File: src/hw/rtl/sobel_pkg.sv
// Shared types and constants for the Sobel edge threshold block.
// Used by every module under hw/rtl; depends on nothing else.
package sobel_pkg;

	// Field widths of the pixel stream and the results.
	localparam int PIX_W        = 8;
	localparam int ROW_W        = 12;
	localparam int GRAD_W       = 11;

	// Configuration register widths, indexes and reset values.
	localparam int CFG_WIDTH_W  = 11;
	localparam int CFG_HEIGHT_W = 12;
	localparam int CFG_THR_W    = 11;
	localparam int CFG_DATA_W   = 12;
	localparam int CFG_IDX_W    = 2;

	localparam logic [CFG_IDX_W-1:0] REG_IMAGE_WIDTH    = 2'd0;
	localparam logic [CFG_IDX_W-1:0] REG_IMAGE_HEIGHT   = 2'd1;
	localparam logic [CFG_IDX_W-1:0] REG_EDGE_THRESHOLD = 2'd2;

	localparam logic [CFG_WIDTH_W-1:0]  RST_IMAGE_WIDTH    = 11'd640;
	localparam logic [CFG_HEIGHT_W-1:0] RST_IMAGE_HEIGHT   = 12'd480;
	localparam logic [CFG_THR_W-1:0]    RST_EDGE_THRESHOLD = 11'd110;

	// Smallest legal frame size in either direction.
	localparam int MIN_DIM = 3;

	// Default line store depth.
	localparam int MAX_WIDTH_DEF = 1024;

	// Output pixel codes.
	localparam logic [PIX_W-1:0] PIX_EDGE  = 8'd0;
	localparam logic [PIX_W-1:0] PIX_BLANK = 8'd255;

	// Per-pixel flags produced by the position tracker.
	typedef struct packed {
		logic has_result;  // the pixel completes a window and emits a result
		logic border;      // the result pixel lies in the first row or column
		logic frame_done;  // the result is the last one of the frame
	} pos_info_t;

endpackage

File: src/hw/rtl/sobel_window.sv
// 3x3 window of the two previous columns plus the incoming column, and the
// Sobel gradient magnitude compare. Uses sobel_pkg.
module sobel_window
	import sobel_pkg::*;
(
	input  logic                 clk,
	input  logic                 arst_n,
	input  logic                 shift,
	input  logic [PIX_W-1:0]     top,
	input  logic [PIX_W-1:0]     mid,
	input  logic [PIX_W-1:0]     bot,
	input  logic [CFG_THR_W-1:0] threshold,
	output logic                 is_edge
);

	// Columns: index 0..2 is the oldest column (top, mid, bottom), 3..5 the next.
	logic [PIX_W-1:0] win_q [6];

	logic signed [GRAD_W-1:0] gx;
	logic signed [GRAD_W-1:0] gy;
	logic        [GRAD_W-1:0] abs_gx;
	logic        [GRAD_W-1:0] abs_gy;
	logic        [GRAD_W-1:0] mag;

	// Gradient of the window formed by the stored columns and the new one.
	// The center pixel carries no weight in either kernel.
	always_comb begin
		gx = (GRAD_W'(top) + (GRAD_W'(mid) << 1) + GRAD_W'(bot))
			- (GRAD_W'(win_q[0]) + (GRAD_W'(win_q[1]) << 1) + GRAD_W'(win_q[2]));
		gy = (GRAD_W'(win_q[2]) + (GRAD_W'(win_q[5]) << 1) + GRAD_W'(bot))
			- (GRAD_W'(win_q[0]) + (GRAD_W'(win_q[3]) << 1) + GRAD_W'(top));
		abs_gx  = gx[GRAD_W-1] ? GRAD_W'(-gx) : GRAD_W'(gx);
		abs_gy  = gy[GRAD_W-1] ? GRAD_W'(-gy) : GRAD_W'(gy);
		mag     = abs_gx + abs_gy;
		is_edge = mag > threshold;
	end

	// Shift the window by one column for every pixel that leaves the stage.
	always_ff @(posedge clk or negedge arst_n) begin
		if (!arst_n) begin
			for (int i = 0; i < 6; i++) begin
				win_q[i] <= '0;
			end
		end else if (shift) begin
			win_q[0] <= win_q[3];
			win_q[1] <= win_q[4];
			win_q[2] <= win_q[5];
			win_q[3] <= top;
			win_q[4] <= mid;
			win_q[5] <= bot;
		end
	end

endmodule

File: config.mk
export PLATFORM = sky130hd
export DESIGN_NAME = sobel_window
export DESIGN_NICKNAME = d
export VERILOG_FILES = /design/src/hw/rtl/sobel_pkg.sv /design/src/hw/rtl/sobel_window.sv
export SDC_FILE = /design/constraint.sdc
export NUM_CORES = 1
export LEC_CHECK = 0
export ABC_CLOCK_PERIOD_IN_PS = 11740
export BUFFER_PORTS_ARGS = -buffer_cell sky130_fd_sc_hd__buf_2
export CORE_MARGIN = 2
export CORE_UTILIZATION = 50
export DETAILED_ROUTE_END_ITERATION = 10
export PLACE_DENSITY = 0.71
export SETUP_SLACK_MARGIN = 0.5
export SYNTH_ARGS = -nofsm -noshare
export SYNTH_HDL_FRONTEND = slang
export SYNTH_SLANG_ARGS = --single-unit
File: constraint.sdc
create_clock -name clk -period 11.74 [get_ports clk]
set_clock_uncertainty 0.15 [all_clocks]
set_input_delay 1.761 -clock clk [delete_from_list [all_inputs] [get_ports clk]]
set_output_delay 1.761 -clock clk [all_outputs]
set_load 0.005 [all_outputs]
==> metrics.md <==
| Metric | Value |
|---|---|
| Rows | 37 |
| Post-synthesis adder-cell area fraction | 0.359 |
| Number of global-route vias before repair | 3786 |
| Total Routing Usage GR | 0.179 |
| DRT Pass-1 Iters | 4 |
| # H-tree levels | 2 |
| Crit path buf inv count | 5 |
| Syn Area/Cell | 9.30 sq um |
| Ant diodes | 0 |
| # hold bufs at CTS | 0 |
| CTS Buffer Depth | 2 |
| Initial Util | 0.506 |
| Clock sink count | 48 |
| Post-route clock period utilization | 0.873 |
| Final max-slew violation count | 0 |
| Nets@finish | 740 |
| Maxcap violations | 0 |
| Setup TNS | 0 ps |
| CP Class | in2out |
| Top Registers | win_q (48) |
| Fmax | 97.5 MHz |
| DRC | 0 |
| Mapped Cells | 554 |
| Most common cell in the synthesized netlist | inv_1 |
| Top_reg_cell synth | dfrtp_1 |
| Cell Area, Synth | 0.00515 sq mm |
| First-pass GRT wire length | 16300 microns |
| Layout cells sized above 1 | 0.118 |
| Chip width | 106 microns |
| Post-Syn Nets | 702 |
| DP HPWL | 7650 microns |
| Crit-path slowest cell | fa_1 |
| XOR/XNOR Fraction of Synth Area | 0.0680 |
| Initial antenna violation count | 0 |
| WP data required | 9830 ps |
| Ys async rst share | 1.00 |
| Vias/cell | 4.84 |
| GPL Wtd Cong | 0.851 |
| Largest family of logic cells by synthesized area | adder cells |
| WL final | 9120 microns |
| Vert. Die Dim | 106 microns |
| TritonCTS Buffers | 5 |
| Vias after detailed routing | 3530 |
| Worst min path class | reg2reg |
| Congestion Overflow GR | 0 |
| CTS tree | done |
| Synthesized flop and latch total | 48 |
| Crit-path max FO | 5 |
| Post-synth top area cell | fa_1 |
| Most frequent cells after synthesis | inv_1 (148), fa_1 (63), nand2_1 (49) |
| CORE AREA | 0.0102 sq mm |
| Final period demand of the worst path | 10250 ps |
| Status | finished, final reports clean |
| Gates resized, CTS repair | 0 |
| Largest Register | win_q |
| Worst-skew pair later-pin latency | 300 ps |
| # IOs | 39 |
| I/O Buffers | 38 |
| Largest register FFs | 48 |
| DR iter-0 viols | 139 |
| Mux share of post-synthesis cell area | 0.0328 |
| Largest net degree at the start of global routing | 82 |
| Synth-to-Final Area Change | 8.99% |
| Yosys top cell area share | 0.245 |
| WL/cell | 12.5 microns |
| Clock transition at the registers of the reported paths | 90 ps |
| Post-CTS setup buffer count | 0 |
| Sequential-to-total area share from yosys stat | 0.233 |
| CP endpoint kind | output port |
| Max stage delay on crit path | 600 ps |
| Crit path DAT | 8340 ps |
| Worst setup SP type | primary input |
| Antenna viol nets, final | 0 |
| Synth Area in Compound Gates | 0.116 |
| Setup violators final | 0 |
| RSZ-0062 raised after global routing | no |
| Yosys warnings | 0 |
| Post-synthesis simple-gate area fraction | 0.0768 |
| Area of the die | 0.0111 sq mm |
| CTS root buffer | clkbuf_8 |
| CP top delay family | compound AO/OA/AOI/OAI gates |
| Hold Vio Cnt, Final | 0 |
| Cell variety after synth | 42 |
| Synth top area cells | fa_1 (24%), dfrtp_1 (23%), ha_1 (11%), inv_1 (11%), xnor2_1 (4.6%) |
| Worst slew margin | 0.518 |
| Worst-Margin Slew | 723 ps |
| EDFF count, synth | 0 |
cell families after synthesis:
family | Yosys count
flip-flops | 48
buffers and inverters | 157
AND/OR/NAND/NOR | 89
adder cells (fa/ha/maj) | 110
XOR/XNOR | 40
multiplexers | 15
AO/OA/AOI/OAI | 95
per-layer routing:
metal / GRT usage / wire [microns] / share of wire / vias to the layer above
li1: - / - / - / 1784
met4: 0.0282 / 65 / 0.0071 / 0
met3: 0.0229 / 214 / 0.023 / 7
met5: 0 / 0 / 0 / -
met1: 0.241 / 4170 / 0.46 / 1702
met2: 0.315 / 4680 / 0.51 / 37
per-stage QoR:
step	worst slack (ps)	hold WS, ps	instances	cell area [sq um]	util
floorplan	2180	296	554	5150	-
CTS	1460	337	729	5610	0.551
detailed placement	1470	316	721	5490	0.539
global placement	1660	311	721	5490	0.539
global route	929	357	729	5610	0.551
finish	1490	331	729	5610	0.551
placed cells by master (no fill, tap or decap), types with 2 or more instances in the layout:
cell        n
o21bai_1    2
dfrtp_1    48
fa_1       63
o31ai_1     4
nor2b_1     2
nand4_1     4
buf_4       2
xnor2_1    27
o211ai_1    2
o21a_1      9
xor2_1     13
nand3_1     4
clkbuf_8    6
or3_1       2
a21oi_1    18
nand2b_1    2
ha_1       47
buf_2      38
nand2_1    49
mux2_2     15
a21o_1      7
inv_1     148
nor2_1     14
a211oi_2    2
nor3_1      4
o21ai_0    42
final timing paths:
path	cells past startpoint	end	slack [ps]	startpoint
worst max-delay path	29	is_edge	1490	top[2]
worst min-delay path	2	win_q[28]	330	win_q[4]
worst max register to register	1	win_q[1]	10780	win_q[1]
worst min register to register	2	win_q[28]	330	win_q[4]
max in group asynchronous	2	win_q[30]	9600	arst_n
min in group asynchronous	2	win_q[16]	1390	arst_n
cell type report:
class | instances | area [sq um]
Sequential cell | 48 | 1200
Inverter | 148 | 556
Timing Repair Buffer | 40 | 205
Fill cell | 939 | 4570
Clock inverter | 2 | 38.8
Multi-Input combinational cell | 349 | 3360
Tap cell | 136 | 170
Clock buffer | 6 | 82.6
Power is not shown: default switching activity piles up to over one toggle a cycle in this logic, so the estimate is an artifact.
