File: src/hw/rtl/sobel_pkg.sv
// Shared types and constants for the Sobel edge threshold block.
// Used by every module under hw/rtl; depends on nothing else.
package sobel_pkg;

	// Field widths of the pixel stream and the results.
	localparam int PIX_W        = 8;
	localparam int ROW_W        = 12;
	localparam int GRAD_W       = 11;

	// Configuration register widths, indexes and reset values.
	localparam int CFG_WIDTH_W  = 11;
	localparam int CFG_HEIGHT_W = 12;
	localparam int CFG_THR_W    = 11;
	localparam int CFG_DATA_W   = 12;
	localparam int CFG_IDX_W    = 2;

	localparam logic [CFG_IDX_W-1:0] REG_IMAGE_WIDTH    = 2'd0;
	localparam logic [CFG_IDX_W-1:0] REG_IMAGE_HEIGHT   = 2'd1;
	localparam logic [CFG_IDX_W-1:0] REG_EDGE_THRESHOLD = 2'd2;

	localparam logic [CFG_WIDTH_W-1:0]  RST_IMAGE_WIDTH    = 11'd640;
	localparam logic [CFG_HEIGHT_W-1:0] RST_IMAGE_HEIGHT   = 12'd480;
	localparam logic [CFG_THR_W-1:0]    RST_EDGE_THRESHOLD = 11'd110;

	// Smallest legal frame size in either direction.
	localparam int MIN_DIM = 3;

	// Default line store depth.
	localparam int MAX_WIDTH_DEF = 1024;

	// Output pixel codes.
	localparam logic [PIX_W-1:0] PIX_EDGE  = 8'd0;
	localparam logic [PIX_W-1:0] PIX_BLANK = 8'd255;

	// Per-pixel flags produced by the position tracker.
	typedef struct packed {
		logic has_result;  // the pixel completes a window and emits a result
		logic border;      // the result pixel lies in the first row or column
		logic frame_done;  // the result is the last one of the frame
	} pos_info_t;

endpackage

File: src/hw/rtl/sobel_position.sv
// Raster position tracker: places each accepted pixel at (row, column).
// Handles frame start, row and frame wrap, and size clamping. Uses sobel_pkg.
module sobel_position
	import sobel_pkg::*;
#(
	parameter int MaxWidth = MAX_WIDTH_DEF,
	parameter int AddrW    = $clog2(MAX_WIDTH_DEF)
) (
	input  logic                    clk,
	input  logic                    arst_n,
	input  logic                    advance,
	input  logic                    frame_start,
	input  logic [CFG_WIDTH_W-1:0]  image_width,
	input  logic [CFG_HEIGHT_W-1:0] image_height,
	output logic [ROW_W-1:0]        row,
	output logic [AddrW-1:0]        col,
	output pos_info_t               info
);

	localparam int CntW = $clog2(MaxWidth + 1);
	localparam int CmpW = (CntW > CFG_WIDTH_W) ? CntW : CFG_WIDTH_W;

	logic [ROW_W-1:0]        row_q;
	logic [CntW-1:0]         col_q;
	logic [CmpW-1:0]         width_ext;
	logic [CmpW-1:0]         eff_w;
	logic [CFG_HEIGHT_W-1:0] eff_h;
	logic                    wrap;
	logic [CntW-1:0]         col_full;
	logic [ROW_W-1:0]        row_pre;

	// Effective frame size: width clamped between the minimum and the line store, height to the minimum.
	always_comb begin
		width_ext = CmpW'(image_width);
		if (width_ext < CmpW'(MIN_DIM)) begin
			eff_w = CmpW'(MIN_DIM);
		end else if (width_ext > CmpW'(MaxWidth)) begin
			eff_w = CmpW'(MaxWidth);
		end else begin
			eff_w = width_ext;
		end
		eff_h = (image_height < CFG_HEIGHT_W'(MIN_DIM)) ? CFG_HEIGHT_W'(MIN_DIM)
			: image_height;
	end

	// Position of the pixel now offered: restart, wrap to the next row, wrap the frame.
	always_comb begin
		wrap = CmpW'(col_q) >= eff_w;
		if (frame_start) begin
			col_full = '0;
			row_pre  = '0;
		end else if (wrap) begin
			col_full = '0;
			row_pre  = row_q + ROW_W'(1);
		end else begin
			col_full = col_q;
			row_pre  = row_q;
		end
		row = (row_pre >= eff_h) ? '0 : row_pre;
		col = col_full[AddrW-1:0];
	end

	// Flags for the result that this pixel releases.
	always_comb begin
		info.has_result = (row != '0) && (col != '0);
		info.border     = (row == ROW_W'(1)) || (col == AddrW'(1));
		info.frame_done = (row == eff_h - CFG_HEIGHT_W'(1))
			&& (CmpW'(col) == eff_w - CmpW'(1));
	end

	// The counters point at the pixel that follows the accepted one.
	always_ff @(posedge clk or negedge arst_n) begin
		if (!arst_n) begin
			row_q <= '0;
			col_q <= '0;
		end else if (advance) begin
			row_q <= row;
			col_q <= CntW'(col) + CntW'(1);
		end
	end

endmodule

File: config.mk
export PLATFORM = sky130hd
export DESIGN_NAME = sobel_position
export DESIGN_NICKNAME = d
export VERILOG_FILES = /design/src/hw/rtl/sobel_pkg.sv /design/src/hw/rtl/sobel_position.sv
export SDC_FILE = /design/constraint.sdc
export NUM_CORES = 1
export LEC_CHECK = 0
export BUFFER_PORTS_ARGS = -buffer_cell sky130_fd_sc_hd__clkbuf_2
export CAP_MARGIN = 10
export CORE_MARGIN = 2
export CORE_UTILIZATION = 40
export DETAILED_ROUTE_END_ITERATION = 6
export HOLD_SLACK_MARGIN = 0.02
export PLACE_DENSITY_LB_ADDON = 0.3
export SYNTH_ARGS = -nofsm -noshare
export SYNTH_HDL_FRONTEND = slang
export SYNTH_SLANG_ARGS = --single-unit
export TNS_END_PERCENT = 5
File: constraint.sdc
create_clock -name clk -period 18.8 [get_ports clk]
set_input_delay 3.76 -clock clk [delete_from_list [all_inputs] [get_ports clk]]
set_output_delay 3.76 -clock clk [all_outputs]
set_load 0.05 [all_outputs]
==> run_results.csv, run 1 <==
group,metric,value,unit
clock_network,clkLatencyLatePin,280,ps
clock_network,cts_sinks,23,
critical_path,critPathMaxStageDelay,800,ps
clock_network,cts_root_buf,"clkbuf_8",
place,post-place-ws,5010,ps
cells_and_area,antenna_cells,0,
timing,hold_viol,0,
critical_path,cp_num_buf_inv,2,
drt,wl,9.83,mm
drt,post_drt_via_cell_ratio,5.98,
clock_network,cts_max_level,1,
drt,wl_met1,4.62,mm
synthesis,ys_types,68,
power,ir_worst_vdd,0.0255,mV
timing,finalSetupTns,0,ps
grt,grt_first_pass_wirelength,15.9,mm
synthesis,ys_seq_area_share,17.4,%
timing,fin_crit,13920,ps
clock_network,cts-resized-gates,0,
drt,drt-initial-drc-count,257,
floorplan,fp.dieH,94.8,um
drt,top_layer,"met4",
floorplan,io_pins,52,
cells_and_area,nets,539,
synthesis,ys_top_cells_by_area,"dfrtp_1 (17%), ha_1 (11%), xnor2_1 (5.0%)",
timing,maxSlewHeadroom,38.8,%
drt,drc,0,
timing,max_freq,71.8,MHz
synthesis,synth_edf_count,0,
drt,vias,3509,
drt,drt_pass1_iterations,4,
synthesis,yosys_register_bits,23,
drt,post_drt_wl_per_cell,16.7,um
clock_network,post-cts-setup-buffers,0,
timing,whs,560,ps
synthesis,syn_inst,448,
critical_path,crit_family,"compound AO/OA/AOI/OAI gates",
power,p_per_area,44.0,mW/mm2
place,dpl.hpwl,7.68,mm
run,drv_cap,0,
synthesis,syn-num-nets,504,
floorplan,start_util,40.8,%
outcome,status,"completed",
cells_and_area,n_fill_cell,869,
synthesis,yosysTopAreaCellShare,17.4,%
timing,worst_pin_slew,910,ps
grt,grt_pass1_vias,3155,
cells_and_area,area_delta_synth_final,10.7,%
synthesis,yosysWarnings,0,
timing,fin_worst_skew,2.76,ps
grt,track_usage,22.2,%
timing,rsz0062_at_grt,"no",
synthesis,syn_area_per_cell,7.36,um2
clock_network,cts_tree,"built",
hold_path,worstHoldPathType,"register to register",
floorplan,die_w,94.8,um
cells_and_area,drive_gt1_share,17.6,%
drt,wl_met3,481,um
critical_path,slowest_stage,"nor4_1",
critical_path,cp-start-kind,"input pin",
clock_network,cts_hold_buf,0,
critical_path,crit_arrival,10160,ps
timing,setup_violations,0,
grt,grt_max_degree,37,
critical_path,path_class,"input pin to output pin",
critical_path,worstPathRequired,15040,ps
clock_network,cts_buffer_depth,2,
synthesis,synth-main-ff-cell,"dfrtp_1",
timing,period_share,74.0,%
floorplan,die_area,0.00899,mm2
drt,dr_wl_met2,4.56,mm
synthesis,synth_top_cell_by_area,"dfrtp_1",
critical_path,endpoint_kind,"output pin",
floorplan,core_region_area,0.00809,mm2
cells_and_area,stdcell_area,0.00365,mm2
timing,drv_slew,0,
floorplan,row_count,33,
critical_path,critPathMaxFanout,18,
synthesis,synth_async_sr_flop_share,100,%
timing,setup_ws,4880,ps
place,gp_congestion,0.909,
cells_and_area,final_util,45.1,%
synthesis,syn_area,0.00330,mm2
grt,antenna_found_initial,0,
place,place.port_buffers,51,
clock_network,clk_pin_slew_worst_paths,100,ps
grt,grt_remaining_overflow,0,
drt,antenna_left,0,
clock_network,numCtsBuffers,3,
place,dpl_cell_area,0.00360,mm2
power,p_leak,0.00160,uW
critical_path,cp_cell_sequence,"clkbuf_2 -> nor4_1 -> a21o_1 -> nand2_1 -> ha_1 -> nand3b_1 -> a21oi_2 -> o21ai_2 -> and2_1 -> xnor2_1 -> nand2_1 -> ha_1 -> nor2b_1 -> o21ai_0 -> a21oi_1 -> o21ai_1 -> a21oi_1 -> and2_1 -> or4b_1 -> a221oi_2 -> clkbuf_2",
-- routing by layer --
| metal | vias up | global-route usage (%) |
|---|---|---|
| li1 | 1713 | - |
| met1 | 1668 | 31.1 |
| met2 | 114 | 36.5 |
| met3 | 14 | 2.15 |
| met4 | 0 | 6.04 |
| met5 | - | 0 |
-- report_power, final --
part | internal (uW) | leakage, uW | switching, uW | total [uW]
logic | 22.9 | 0.00126 | 44.6 | 67.5
registers | 51.8 | 0.000315 | 6.67 | 58.5
clock network | 15.1 | 0.0000217 | 19.5 | 34.6
total | 89.8 | 0.00160 | 70.8 | 161
-- registers in the layout, indices dropped and copies added, names as in the netlist --
register  count
row_q        12
col_q        11
-- Yosys cell counts, types with 4 or more instances --
cell type,n
nor2_1,35
a21oi_1,25
a211oi_1,7
a21o_1,4
clkbuf_1,13
inv_1,36
xor2_1,6
nor4_1,12
nand4_1,7
and3_1,12
o21ai_0,29
o211ai_1,18
nand3_1,22
xnor2_1,19
mux2i_1,7
ha_1,29
dfrtp_1,23
a31oi_1,4
nor3_1,10
mux2_2,10
nand2_1,44
a2111oi_2,4
and2_1,6
buf_1,4
-- cell usage in the layout, fill, tap and decap left out, drive strengths merged, types with 4 or more instances in the layout --
cell type / netlist / final
a2111oi: 4 / 4
a211oi: 7 / 7
a21o: 4 / 4
a21oi: 26 / 26
a31oi: 4 / 4
and2: 8 / 8
and3: 12 / 12
clkbuf: 14 / 54
dfrtp: 23 / 23
ha: 29 / 29
inv: 36 / 36
mux2: 10 / 10
mux2i: 7 / 7
nand2: 45 / 45
nand3: 22 / 22
nand4: 7 / 7
nor2: 36 / 36
nor3: 10 / 10
nor4: 12 / 12
o211ai: 18 / 18
o21ai: 31 / 31
or3: 4 / 4
or4: 4 / 4
or4b: 4 / 4
xnor2: 19 / 19
xor2: 6 / 6
-- cell families after synthesis --
| logic type | after synthesis | share of synthesized area [%] |
|---|---|---|
| simple gates | 177 | 27.6 |
| compound gates | 119 | 24.9 |
| buf+inv | 58 | 6.86 |
| fa+ha+maj | 29 | 11.0 |
| xor+xnor | 25 | 6.64 |
| flops | 23 | 17.4 |
| mux | 17 | 5.54 |
-- worst register-to-register path, cell delays in order (launching register included) --
cell	delay, ps
dfrtp_1	470
ha_1	340
a211oi_1	210
o21bai_1	210
o21ai_2	670
and2_1	300
xnor2_1	210
nand2_1	100
ha_1	300
nor2b_1	100
o21ai_0	80
a21oi_1	740
o21ai_1	430
a21oi_1	590
mux2_2	260
-- area by class of cell --
type | count | area (um2) | share of cell area, %
flip-flops and latches | 23 | 576 | 15.8
clock buffers | 3 | 41.3 | 1.13
inverters | 36 | 135 | 3.70
multi-input cells | 367 | 2500 | 68.4
repair buffers | 52 | 263 | 7.20
well taps | 105 | 131 | 3.60
clock inverters | 1 | 7.51 | 0.206
-- final timing paths --
path | start | to | slack, ps | cells after the start
min in group asynchronous | arst_n | col_q[4] | 3490 | 1
worst max-delay path | image_width[2] | info[0] | 4880 | 21
worst min-delay path | col_q[10] | col_q[10] | 560 | 2
max in group asynchronous | arst_n | row_q[6] | 14880 | 1
worst max register to register | col_q[4] | row_q[3] | 13730 | 14
worst min register to register | col_q[10] | col_q[10] | 560 | 2
-- metrics by stage --
stage,power [uW],instances
2_1_floorplan,106,448
3_3_place_gp,124,583
3_5_place_dp,126,583
4_1_cts,161,587
5_1_grt,170,587
6_report,161,587
No activity file was read; power rests on OpenSTA's default activity.
==> run 2, diff against run 1 <==
clock period = 11.53 ns   (was 18.8 ns; I/O delays follow)
==> run 2 against run 1 <==
Die area unchanged. Total power grew 62%. Sequential share of layout area shrank 0.086 points. Cell area is 0.55% higher. Non-clock buffer count is 3 higher. Clock power grew 56%. Clock-buffer cell count unchanged. Highest routed layer unchanged.
==> run_results.csv, run 2 (same netlist as run 1, synthesis figures left out) <==
group,metric,value,unit
clock_network,cts_sinks,23,
grt,grt_remaining_overflow,0,
critical_path,cp_cell_sequence,"clkbuf_2 -> nor4_1 -> a21o_1 -> nand2_1 -> ha_1 -> nand3_1 -> o31ai_2 -> nor2_1 -> a2111oi_2 -> xnor2_1 -> nor2_1 -> ha_1 -> nand4_1 -> o21ai_1 -> a21oi_1 -> or3b_2 -> a31oi_1 -> o2111ai_1 -> a221oi_2 -> clkbuf_2",
grt,track_usage,22.9,%
critical_path,worstPathRequired,9220,ps
cells_and_area,regMostFlops,"row_q",
clock_network,cts_max_level,1,
floorplan,die_w,94.8,um
power,p_leak,0.00161,uW
floorplan,start_util,40.8,%
timing,drv_slew,0,
clock_network,cts_tree,"built",
place,dpl_cell_area,0.00362,mm2
cells_and_area,ff_latch_area,576,um2
run,drv_cap,0,
place,place_inst,586,
critical_path,slowest_stage,"nor4_1",
drt,vias,3515,
power,pwr-share-clk,20.8,%
floorplan,core_region_area,0.00809,mm2
timing,setup_ws,972,ps
outcome,status,"completed",
cells_and_area,area_delta_synth_final,11.3,%
timing,fin_worst_skew,2.86,ps
critical_path,crit_family,"compound AO/OA/AOI/OAI gates",
floorplan,io_pins,52,
cells_and_area,final_common_cell,"clkbuf_2",
timing,worst_pin_slew,834,ps
floorplan,die_area,0.00899,mm2
drt,drt-initial-drc-count,265,
grt,grt_max_degree,37,
place,gp_congestion,0.914,
clock_network,cts_root_buf,"clkbuf_8",
cells_and_area,final_cell_mix,"clkbuf_2 (51), nand2_1 (44), inv_1 (36)",
clock_network,cts_buffer_depth,2,
timing,rsz0062_at_grt,"no",
cells_and_area,antenna_cells,0,
power,seqPwrFrac,36.6,%
timing,fin_crit,10560,ps
critical_path,cp_num_buf_inv,2,
power,p_int,146,uW
drt,post_drt_via_cell_ratio,5.96,
cells_and_area,multi_input_area,0.00250,mm2
power,switchingPower,113,uW
cells_and_area,n_fill_cell,843,
clock_network,clkLatencyLatePin,270,ps
drt,antenna_left,0,
drt,post_drt_wl_per_cell,17.0,um
grt,antenna_found_initial,0,
place,place.port_buffers,51,
critical_path,crit_arrival,8250,ps
power,p_per_area,70.7,mW/mm2
place,dpl.hpwl,7.89,mm
clock_network,cts_hold_buf,0,
timing,maxSlewHeadroom,43.9,%
timing,whs,589,ps
timing,finalSetupTns,0,ps
cells_and_area,reg_top3,"row_q: 12 flops, col_q: 11 flops",
power,swShare,43.7,%
hold_path,worstHoldPathType,"register to register",
power,pwr-share-comb,42.6,%
clock_network,numCtsBuffers,3,
cells_and_area,final_cell_count_no_fill,590,
timing,period_share,91.6,%
drt,drc,0,
critical_path,endpoint_kind,"output pin",
drt,drt_pass1_iterations,5,
clock_network,cts-resized-gates,0,
power,ir_worst_vdd,0.0413,mV
timing,setup_violations,0,
place,post-place-ws,1070,ps
critical_path,critPathMaxFanout,13,
critical_path,critPathMaxStageDelay,710,ps
floorplan,row_count,33,
critical_path,cp-start-kind,"input pin",
clock_network,post-cts-setup-buffers,0,
grt,grt_pass1_vias,3278,
timing,hold_viol,0,
cells_and_area,nets,542,
cells_and_area,drive_gt1_share,18.1,%
drt,wl,10.1,mm
timing,max_freq,94.7,MHz
clock_network,clk_pin_slew_worst_paths,90,ps
grt,grt_first_pass_wirelength,16.3,mm
cells_and_area,largest_register_ffs,12,
critical_path,path_class,"input pin to output pin",
floorplan,fp.dieH,94.8,um
cells_and_area,stdcell_area,0.00367,mm2
[run 2: through the flow]
step	total power, uW	util [%]
global placement	203	44.8
CTS	259	45.4
floorplan	173	-
finish	259	45.4
global route	277	45.4
detailed placement	206	44.8
[run 2: layout make-up]
cell class | instances | share of cell area, %
multi-input cells | 367 | 68.0
clock buffers | 3 | 1.12
repair buffers | 55 | 7.77
clock inverters | 1 | 0.136
inverters | 36 | 3.68
well taps | 105 | 3.58
flip-flops and latches | 23 | 15.7
[run 2: final timing paths]
path | from | end | slack (ps) | cells after the start
worst max-delay path | image_width[6] | info[0] | 970 | 20
worst min-delay path | col_q[10] | col_q[10] | 590 | 2
worst max register to register | col_q[5] | row_q[7] | 6890 | 12
worst min register to register | col_q[10] | col_q[10] | 590 | 2
max in group asynchronous | arst_n | col_q[8] | 9090 | 1
min in group asynchronous | arst_n | row_q[10] | 2030 | 1
[run 2: routing by layer]
metal | share of wire (%) | routed length, um | up-vias | GRT usage, %
li1 | - | - | 1718 | -
met1 | 47 | 4740 | 1655 | 32.7
met2 | 45 | 4510 | 126 | 35.7
met3 | 5.5 | 550 | 16 | 2.08
met4 | 2.6 | 262 | 0 | 8.33
met5 | 0 | 0 | - | 0
[run 2: worst reg2reg max path: stages (launching register included)]
cell,delay (ps)
dfrtp_1,530
ha_1,360
nand4_1,190
o31ai_2,410
nor2_1,270
a2111oi_2,510
xnor2_1,190
nor2_1,70
ha_1,350
nand4_1,440
o21ai_1,620
a21oi_1,250
mux2_2,340
[run 2: power groups by stage]
stage,clock (uW),sequential (uW),combinational (uW)
finish,54.1,94.9,110
global route,58.7,96.0,122
CTS,54.9,94.6,110
detailed placement,0,96.2,109
global placement,0,96.0,107
floorplan,0,91.2,82.1
==> run 3, diff against run 2 <==
CORE_UTILIZATION = 29   (was 40)
==> run 3 against run 2 <==
Die area rose by 36%. Cell area rose by 2.1%. Combinational power barely moved. Utilization fell by 11 points. Sequential power rose by 1%. Worst hold slack got worse by 24 ps. Clock-buffer cell count did not move. Total power rose by 9.0%. Worst setup slack improved by 100 ps. Largest power group unchanged.
==> run_results.csv, run 3 (same netlist as run 1, synthesis figures left out) <==
group,metric,value,unit
floorplan,fp.dieH,111,um
critical_path,endpoint_kind,"output pin",
critical_path,cp-startpoint,"image_width[7]",
floorplan,core_region_area,0.0110,mm2
drt,post_drt_wl_per_cell,16.3,um
cells_and_area,regMostFlops,"row_q",
floorplan,die_w,111,um
grt,grt_first_pass_wirelength,16.9,mm
clock_network,cts_hold_buf,0,
power,seqPwrFrac,33.9,%
timing,maxSlewHeadroom,44.4,%
clock_network,cts_root_buf,"clkbuf_16",
cells_and_area,area_delta_synth_final,13.6,%
grt,grt_pass1_vias,3335,
timing,drv_slew,0,
drt,drt-initial-drc-count,283,
clock_network,clkLatencyLatePin,260,ps
clock_network,clk_pin_slew_worst_paths,60,ps
hold_path,worstHoldPathType,"register to register",
critical_path,cp-start-kind,"input pin",
critical_path,critPathMaxFanout,13,
timing,fin_worst_skew,3.39,ps
power,pwr-share-clk,27.1,%
outcome,status,"completed",
timing,setup_violations,0,
floorplan,start_util,30.0,%
timing,setup_ws,1070,ps
cells_and_area,final_cell_mix,"clkbuf_2 (51), nand2_1 (44), inv_1 (36)",
critical_path,worstPathRequired,9220,ps
drt,antenna_left,0,
critical_path,crit_arrival,8150,ps
timing,rsz0062_at_grt,"no",
timing,worst_pin_slew,826,ps
drt,wl,10.2,mm
place,post-place-ws,1170,ps
clock_network,cts-resized-gates,0,
power,ir_worst_vdd,0.0627,mV
floorplan,die_area,0.0122,mm2
grt,antenna_found_initial,0,
clock_network,post-cts-setup-buffers,0,
timing,period_share,90.7,%
grt,grt_remaining_overflow,0,
clock_network,cts_tree,"built",
hold_path,min_from,"col_q[10]",
timing,hold_viol,0,
power,swShare,40.3,%
run,drv_cap,0,
place,dpl.hpwl,8.20,mm
place,place.port_buffers,51,
power,p_per_area,75.4,mW/mm2
cells_and_area,largest_register_ffs,12,
cells_and_area,final_util,34.1,%
floorplan,row_count,38,
power,p_int,169,uW
timing,whs,565,ps
cells_and_area,drive_gt1_share,18.1,%
clock_network,numCtsBuffers,3,
place,gp_congestion,0.941,
timing,finalSetupTns,0,ps
clock_network,cts_sinks,23,
drt,post_drt_via_cell_ratio,5.65,
clock_network,cts_max_level,1,
grt,track_usage,16.4,%
power,switchingPower,114,uW
cells_and_area,antenna_cells,0,
cells_and_area,nets,542,
power,p_leak,0.00163,uW
timing,fin_crit,10460,ps
drt,drt_pass1_iterations,5,
clock_network,cts_buffer_depth,2,
timing,max_freq,95.6,MHz
drt,drc,0,
power,pwr-share-comb,39.0,%
critical_path,r2r_start,"col_q[5]",
drt,vias,3531,
cells_and_area,reg_top3,"row_q: 12 flops, col_q: 11 flops",
cells_and_area,final_common_cell,"clkbuf_2",
critical_path,path_class,"input pin to output pin",
floorplan,io_pins,52,
grt,grt_max_degree,37,
## run 3: changes by cell type in the layout (fill, tap and decap cells not counted)
cell	delta
clkbuf_16	+3
clkbuf_8	-3
## run 3: through the flow
stage	cell area (um2)	instances	power [uW]
after floorplan	3300	448	173
after global placement	3670	621	204
after detailed placement	3670	621	206
after CTS	3750	625	284
after global routing	3750	625	302
final	3750	625	283
## run 3: power groups by stage
stage | clock [uW] | sequential (uW) | combinational, uW
2_1_floorplan | 0 | 91.2 | 82.1
3_3_place_gp | 0 | 96.8 | 107
3_5_place_dp | 0 | 96.9 | 110
4_1_cts | 78.5 | 95.3 | 110
5_1_grt | 83.7 | 96.5 | 122
6_report | 76.5 | 95.9 | 110
## run 3: routing by layer
metal  up-vias  track usage (%)  part of all wire, %
li1       1729                -                    -
met1      1679             22.4                   46
met2       105             26.0                   45
met3        18             2.84                  5.7
met4         0             5.92                  3.2
met5         -                0                    0
## run 3: final cells by class
type	count	area (um2)
fillers	1155	7230
multi-input cells	367	2500
flip-flops and latches	23	576
repair buffers	55	285
well taps	140	175
inverters	36	135
clock buffers	3	75.1
clock inverters	1	5.00
## run 3: worst paths after layout
kind / endpoint / slack, ps / cells after the start
setup / recovery: info[0] / 1070 / 20
hold / removal: col_q[10] / 570 / 2
setup reg to reg: row_q[7] / 6960 / 12
hold reg to reg: col_q[10] / 570 / 2
max in group asynchronous: row_q[5] / 9080 / 1
min in group asynchronous: col_q[4] / 2050 / 1
## run 3: worst max-delay path: stages
cell and delay, ps:
clkbuf_2 140, nor4_1 730, a21o_1 200, nand2_1 80, ha_1 320, nand3_1 90, o31ai_2 310, nor2_1 270
a2111oi_2 480, xnor2_1 170, nor2_1 70, ha_1 350, nand4_1 440, o21ai_1 610, a21oi_1 250, or3b_2 490
a31oi_1 170, o2111ai_1 160, a221oi_2 190, clkbuf_2 310
